<file path="config.mk">
export PLATFORM = sky130hd
export DESIGN_NAME = sorted_priority_queue_unit
export DESIGN_NICKNAME = d
export VERILOG_FILES = /design/src/sv/spq_pkg.sv /design/src/sv/spq_ctrl.sv /design/src/sv/spq_datapath.sv /design/src/sv/sorted_priority_queue_unit.sv
export SDC_FILE = /design/constraint.sdc
export NUM_CORES = 2
export LEC_CHECK = 0
export ABC_AREA = 1
export BUFFER_PORTS_ARGS = -buffer_cell sky130_fd_sc_hd__buf_2
export CAP_MARGIN = 20
export CORE_ASPECT_RATIO = 1.5
export CORE_UTILIZATION = 35
export DETAILED_ROUTE_END_ITERATION = 10
export PLACE_DENSITY = 0.49
export SETUP_SLACK_MARGIN = 0.05
export SLEW_MARGIN = 20
export SYNTH_ARGS = -nofsm -noshare
export SYNTH_HDL_FRONTEND = slang
export SYNTH_SLANG_ARGS = --single-unit
</file>
<file path="constraint.sdc">
create_clock -name clock -period 9.2 [get_ports clock]
set_input_delay 1.84 -clock clock [delete_from_list [all_inputs] [get_ports clock]]
set_output_delay 1.84 -clock clock [all_outputs]
set_load 0.01 [all_outputs]
</file>
<file path="src/sv/spq_pkg.sv">
package spq_pkg;

   // Capacity of the sorted array and the width of the internal entry count.
   localparam int DEPTH   = 16;
   localparam int CNT_W   = $clog2(DEPTH + 1);
   localparam int IDX_W   = $clog2(DEPTH);

   // Field widths of the stream beats.
   localparam int VALUE_W     = 32;
   localparam int COUNT_W     = 5;
   localparam int RSP_TDATA_W = 40;

   typedef enum logic {
      OP_INSERT = 1'b0,
      OP_REMOVE = 1'b1
   } op_type;

   typedef enum logic [1:0] {
      ST_OK    = 2'd0,
      ST_FULL  = 2'd1,
      ST_EMPTY = 2'd2
   } rsp_status_type;

   typedef enum logic {
      CTL_IDLE = 1'b0,
      CTL_BUSY = 1'b1
   } ctl_state_type;

   // Commands from the controller to the datapath.
   typedef struct packed {
      logic load;   // capture the accepted request beat
      logic exec;   // apply the held request and load the result register
   } dp_cmd_type;

   // Status from the datapath.
   typedef struct packed {
      logic full;
      logic empty;
   } dp_status_type;

   // The reported count is the entry count cut or widened to its field width.
   function automatic logic [COUNT_W-1:0] to_count(input logic [CNT_W-1:0] c);
      logic [CNT_W+COUNT_W-1:0] wide;
      wide = {{COUNT_W{1'b0}}, c};
      return wide[COUNT_W-1:0];
   endfunction

endpackage

</file>
<file path="src/sv/spq_ctrl.sv">
module spq_ctrl
   import spq_pkg::*;
(
   input  logic       clock,
   input  logic       reset,
   input  logic       req_tvalid,
   output logic       req_tready,
   output logic       rsp_tvalid,
   input  logic       rsp_tready,
   output dp_cmd_type cmd
);

   ctl_state_type state_ff;
   ctl_state_type state_in;
   logic          rsp_valid_ff;
   logic          rsp_valid_in;
   logic          slot_free;

   // The result register is free when empty or when its beat leaves now.
   assign slot_free = !rsp_valid_ff || rsp_tready;

   // Output decode: execute the held request when the result slot is free.
   always_comb begin
      cmd.exec   = 1'b0;
      req_tready = 1'b0;
      case (state_ff)
         CTL_IDLE: begin
            req_tready = 1'b1;
         end
         CTL_BUSY: begin
            cmd.exec   = slot_free;
            req_tready = slot_free;
         end
         default: begin
            req_tready = 1'b0;
         end
      endcase
      cmd.load = req_tvalid && req_tready;
   end

   // Next state: a held request stays until it is executed.
   always_comb begin
      state_in = state_ff;
      case (state_ff)
         CTL_IDLE: begin
            if (cmd.load) begin
               state_in = CTL_BUSY;
            end
         end
         CTL_BUSY: begin
            if (cmd.exec && !cmd.load) begin
               state_in = CTL_IDLE;
            end
         end
         default: begin
            state_in = CTL_IDLE;
         end
      endcase
   end

   // Result valid flag.
   always_comb begin
      if (cmd.exec) begin
         rsp_valid_in = 1'b1;
      end else if (rsp_tready) begin
         rsp_valid_in = 1'b0;
      end else begin
         rsp_valid_in = rsp_valid_ff;
      end
   end

   always_ff @(posedge clock) begin
      if (reset) begin
         state_ff     <= CTL_IDLE;
         rsp_valid_ff <= 1'b0;
      end else begin
         state_ff     <= state_in;
         rsp_valid_ff <= rsp_valid_in;
      end
   end

   assign rsp_tvalid = rsp_valid_ff;

endmodule

</file>
<file path="src/sv/spq_datapath.sv">
module spq_datapath
   import spq_pkg::*;
(
   input  logic                       clock,
   input  logic                       reset,
   input  dp_cmd_type                 cmd,
   input  logic                       req_op,
   input  logic signed [VALUE_W-1:0]  req_value,
   output rsp_status_type             rsp_status,
   output logic signed [VALUE_W-1:0]  rsp_value,
   output logic [COUNT_W-1:0]         rsp_count,
   output dp_status_type              status
);

   logic signed [VALUE_W-1:0] entries_ff [DEPTH];
   logic [CNT_W-1:0]          count_ff;
   logic [CNT_W-1:0]          count_in;
   op_type                    op_ff;
   logic signed [VALUE_W-1:0] value_ff;
   rsp_status_type            rsp_status_ff;
   rsp_status_type            rsp_status_in;
   logic signed [VALUE_W-1:0] rsp_value_ff;
   logic signed [VALUE_W-1:0] rsp_value_in;
   logic [COUNT_W-1:0]        rsp_count_ff;
   logic                      is_full;
   logic                      is_empty;
   logic                      do_insert;
   logic                      do_remove;
   logic [DEPTH-1:0]          ge;

   assign is_full   = (count_ff == CNT_W'(DEPTH));
   assign is_empty  = (count_ff == '0);
   assign do_insert = cmd.exec && (op_ff == OP_INSERT) && !is_full;
   assign do_remove = cmd.exec && (op_ff == OP_REMOVE) && !is_empty;

   // Request holding register.
   always_ff @(posedge clock) begin
      if (cmd.load) begin
         op_ff    <= op_type'(req_op);
         value_ff <= req_value;
      end
   end

   // Every stored entry compares against the new value at once. Since the
   // array is sorted descending, the hits form a prefix of the array.
   always_comb begin
      for (int i = 0; i < DEPTH; i++) begin
         ge[i] = (CNT_W'(i) < count_ff) && (entries_ff[i] >= value_ff);
      end
   end

   // Each entry keeps its value, takes the new value, or takes its
   // neighbor's value as the array opens a gap or closes one.
   for (genvar i = 0; i < DEPTH; i++) begin : g_entry
      logic signed [VALUE_W-1:0] ins_val;
      logic signed [VALUE_W-1:0] rem_val;

      if (i == 0) begin : g_first
         assign ins_val = ge[i] ? entries_ff[i] : value_ff;
      end else begin : g_rest
         assign ins_val = ge[i]   ? entries_ff[i] :
                          ge[i-1] ? value_ff : entries_ff[i-1];
      end

      if (i == DEPTH - 1) begin : g_last
         assign rem_val = entries_ff[i];
      end else begin : g_inner
         assign rem_val = entries_ff[i+1];
      end

      always_ff @(posedge clock) begin
         if (do_insert) begin
            entries_ff[i] <= ins_val;
         end else if (do_remove) begin
            entries_ff[i] <= rem_val;
         end
      end
   end

   // Entry count and result fields.
   always_comb begin
      count_in      = count_ff;
      rsp_status_in = ST_OK;
      rsp_value_in  = '0;
      if (op_ff == OP_INSERT) begin
         if (is_full) begin
            rsp_status_in = ST_FULL;
         end else begin
            count_in = count_ff + CNT_W'(1);
         end
      end else begin
         if (is_empty) begin
            rsp_status_in = ST_EMPTY;
         end else begin
            count_in     = count_ff - CNT_W'(1);
            rsp_value_in = entries_ff[0];
         end
      end
   end

   always_ff @(posedge clock) begin
      if (reset) begin
         count_ff <= '0;
      end else if (cmd.exec) begin
         count_ff <= count_in;
      end
   end

   always_ff @(posedge clock) begin
      if (cmd.exec) begin
         rsp_status_ff <= rsp_status_in;
         rsp_value_ff  <= rsp_value_in;
         rsp_count_ff  <= to_count(count_in);
      end
   end

   assign rsp_status   = rsp_status_ff;
   assign rsp_value    = rsp_value_ff;
   assign rsp_count    = rsp_count_ff;
   assign status.full  = is_full;
   assign status.empty = is_empty;

endmodule

</file>
<file path="src/sv/sorted_priority_queue_unit.sv">
// A request beat is held in the request holding register, then executed into the result
// register, but not while an earlier result beat is still waiting for the receiver.
// Throughput: one item per cycle while the receiver takes each result beat; each item
// is compared with all entries in parallel and the sorted array shifts in that cycle.
// Reset clears the entry count and the handshake control; the stored entries
// are not cleared and there is no clearing pass, so items are taken at once.
module sorted_priority_queue_unit
   import spq_pkg::*;
(
   input  logic                   clock,
   input  logic                   reset,
   input  logic                   req_tvalid,
   output logic                   req_tready,
   input  logic [VALUE_W-1:0]     req_tdata,   // [31:0] value
   input  logic                   req_tuser,   // [0] op
   output logic                   rsp_tvalid,
   input  logic                   rsp_tready,
   output logic [RSP_TDATA_W-1:0] rsp_tdata,   // [31:0] out_value, [36:32] count
   output logic [1:0]             rsp_tuser    // [1:0] status
);

   dp_cmd_type                cmd;
   dp_status_type             dp_status;
   rsp_status_type            rsp_status;
   logic signed [VALUE_W-1:0] rsp_value;
   logic [COUNT_W-1:0]        rsp_count;

   spq_ctrl u_ctrl (
      .clock      (clock),
      .reset      (reset),
      .req_tvalid (req_tvalid),
      .req_tready (req_tready),
      .rsp_tvalid (rsp_tvalid),
      .rsp_tready (rsp_tready),
      .cmd        (cmd)
   );

   spq_datapath u_datapath (
      .clock      (clock),
      .reset      (reset),
      .cmd        (cmd),
      .req_op     (req_tuser),
      .req_value  (req_tdata),
      .rsp_status (rsp_status),
      .rsp_value  (rsp_value),
      .rsp_count  (rsp_count),
      .status     (dp_status)
   );

   // Pack the result beat.
   assign rsp_tdata = {{(RSP_TDATA_W - VALUE_W - COUNT_W){1'b0}}, rsp_count, rsp_value};
   assign rsp_tuser = rsp_status;

   // A queue is never full and empty at once.
   a_full_not_empty: assert property (@(posedge clock) disable iff (reset)
      !(dp_status.full && dp_status.empty))
      else $error("queue reports full and empty together");

   // A rejected insert reports a full queue.
   a_full_count: assert property (@(posedge clock) disable iff (reset)
      (rsp_tvalid && rsp_status == ST_FULL) |-> (rsp_count == to_count(CNT_W'(DEPTH))))
      else $error("full status with a count below capacity");

   // A rejected remove reports an empty queue and no value.
   a_empty_result: assert property (@(posedge clock) disable iff (reset)
      (rsp_tvalid && rsp_status == ST_EMPTY) |-> (rsp_count == '0 && rsp_value == '0))
      else $error("empty status with a nonzero count or value");

   // Executing an item always presents a result beat in the next cycle.
   a_exec_result: assert property (@(posedge clock) disable iff (reset)
      cmd.exec |=> rsp_tvalid)
      else $error("executed item gave no result beat");

endmodule
</file>
==> flow_summary_export.csv <==
group,metric,value,unit
final_layout,fin_cells,7346,
worst_hold_path,hold_class,"register to register",
critical_path,max_stage_delay,900,ps
route,drc,0,
place,pre_cts_ws,3710,ps
critical_path,crit_chain,"clkinv_1, ha_1, inv_1, nor2_1, inv_1, nor2_2, nor2_4, inv_2, nor2_4, inv_8, buf_4, nand2_1, buf_4",
pwr,total_power,8.21,mW
final_layout,nNetsFinal,6242,
clock_tree,cts_post_setup_buffers_inserted,0,
yosys,synth_seq_area_share,0.404,
yosys,syn_inst,5715,
global_routing,grt_pass1_vias,37000,
sta,tns,0,ps
sta,finalHoldViolCount,0,
global_routing,overflow,0,
sta,skew,16.4,ps
route,vias_per_cell,4.86,
pwr,power_density,171,mW/mm^2
critical_path,cp.arrival,5140,ps
pwr,power.leakage,23.4,nW
sta,drv_slew,0,
yosys,synth_area_leader_cell,"edfxtp_1",
critical_path,crit_fanout,134,
yosys,synth_cell_types,35,
global_routing,grt_max_degree,141,
yosys,syn_area,0.0437,mm^2
final_layout,num-fill-cells,13100,
clock_tree,cts_root_buf,"clkbuf_16",
clock_tree,cts_sinks,591,
sta,fin_hold_ws,507,ps
final_layout,synthToLayoutAreaGrowth,9.56,%
clock_tree,cts_buffers,74,
pwr,peakVddDrop,0.000117,V
yosys,synth-seq-cells,591,
final_layout,finalInstanceArea,0.0479,mm^2
floorplan,start_util,0.353,
sta,slew-limit-headroom,0.304,
global_routing,antenna_found_initial,0,
route,wl,123000,um
yosys,synth_top_cell_area_share,0.401,
sta,layout_worst_path_cycle_share,0.528,
critical_path,endpoint_kind,"register",
sta,rsz0062_at_grt,"no",
place,io_buffer_count,77,
critical_path,crit_slowest_cell,"nor2_4",
route,post_drt_wl_per_cell,16.7,um
clock_tree,clk_path_buf_depth,3,
floorplan,fp.dieW,291,um
critical_path,cp.required,9480,ps
sta,fmax,0.206,GHz
route,first_pass_iters,7,
critical_path,start_kind,"register",
floorplan,rows,158,
global_routing,grt_use_total,0.193,
route,drtIter0Drc,1746,
yosys,syn_avg_cell_area,7.65,um^2
clock_tree,postCtsResizedCells,0,
final_layout,diodes,0,
sta,fin_crit,4860,ps
global_routing,grt_pass1_wl,196000,um
place,dp_cells,7213,
place,dp_hpwl,90800,um
sta,worst_pin_slew,1040,ps
clock_tree,cts_tree,"done",
sta,setup_viol,0,
place,place_area,0.0456,mm^2
final_layout,layout-drive-gt1-share,0.0526,
yosys,yosysWarnings,0,
route,routed-via-count,35700,
floorplan,fp.dieH,435,um
flow_run,maxCapViolCount,0,
sta,timing.final.ws_setup,4340,ps
floorplan,design.die.area,0.126,mm^2
place,routabilityCongestion,0.818,
clock_tree,ctsHoldBuffers,0,
final_layout,utilization,0.387,
route,ant_nets,0,
yosys,ys_top_cells_by_area,"edfxtp_1, nand2_1, ha_1, nand3_1, inv_1",
clock_tree,h-tree-depth,3,
clock_tree,path_clk_slew,60,ps
floorplan,fp.coreArea,0.124,mm^2
status,status,"completed",
floorplan,ioPinCount,81,
critical_path,path_class,"register to register",
clock_tree,clk_latency,640,ps
[path summary, 6_finish.rpt]
kind,startpoint,endpoint,slack [ps],depth (start not counted)
max,u_datapath.count_ff[0],u_datapath.entries_ff[0][151],4340,13
min,u_ctrl.rsp_tvalid,u_ctrl.rsp_tvalid,510,2
max reg2reg,u_datapath.count_ff[0],u_datapath.entries_ff[0][151],4340,13
min reg2reg,u_ctrl.rsp_tvalid,u_ctrl.rsp_tvalid,510,2
[cell usage in the layout (no fill, tap or decap), drive strengths merged, types with 41 or more instances in the layout]
| master | instances |
|---|---|
| nand3 | 985 |
| nand2 | 2072 |
| inv | 645 |
| edfxtp | 584 |
| nor2 | 197 |
| a21oi | 230 |
| o21ai | 92 |
| clkbuf | 102 |
| nand4 | 41 |
| buf | 180 |
| ha | 515 |
[cells by family (layout without fill, tap and decap cells)]
group | count (synthesis) | in the layout | synth area share
adder cells (fa/ha/maj) | 515 | 515 | 0.147
XOR/XNOR | 2 | 2 | 0.000401
flip-flops | 591 | 591 | 0.404
other | 1 | 3 | 0.0000858
AO/OA/AOI/OAI | 371 | 371 | 0.0454
buffers and inverters | 927 | 956 | 0.0855
AND/OR/NAND/NOR | 3308 | 3308 | 0.317
[sequential cells by signal (all words and copies together) (netlist names)]
signal,flops
u_datapath.rsp_status,2
u_datapath.rsp_count,5
u_datapath.count_ff,5
u_datapath.entries_ff,512
u_datapath.rsp_value,32
u_ctrl.rsp_tvalid,1
u_datapath.op_ff,1
u_datapath.value_ff,32
u_ctrl.state_ff,1
[routing by layer]
metal,up-vias,track usage,wire length (um)
li1,18900,-,-
met1,16200,0.204,48700
met2,443,0.382,66900
met3,165,0.0183,2960
met4,0,0.0785,4240
met5,-,0,0
[critical path: cells and delay by family, from the launching register on]
kind          cells  cell delay [ps]
simple gates      5             1300
buf+inv           7             2250
flops             1              430
fa+ha+maj         1              310
[synth_stat cells, drive strengths merged]
master  instances
nand2        2072
nand4          41
nor3            4
dfxtp           7
a21o           16
a21oi         230
nor4            3
nand3         985
a21boi          1
ha            515
o21a           29
edfxtp        584
xor2            1
o211ai          1
nor3b           4
inv           643
o21ba           1
xnor2           1
clkbuf        117
clkinv          1
a31oi           1
o21ai          92
conb            1
nand3b          2
nor2          197
buf           166
[power by group]
group | internal, mW | switching, mW | total, mW
Clock | 1.64 | 1.20 | 2.84
Combinational | 0.609 | 1.32 | 1.93
Sequential | 3.29 | 0.148 | 3.44
Total | 5.54 | 2.67 | 8.21
[cell type report]
class,instances,area (um^2),area share
flip-flops and latches,591,17700,0.369
repair buffers,180,1180,0.0247
well taps,1600,2000,0.0418
clock buffers,102,2020,0.0422
clock inverters,30,241,0.00504
inverters,644,2420,0.0506
multi-input cells,4199,22400,0.467
No activity file was read; power rests on OpenSTA's default activity.
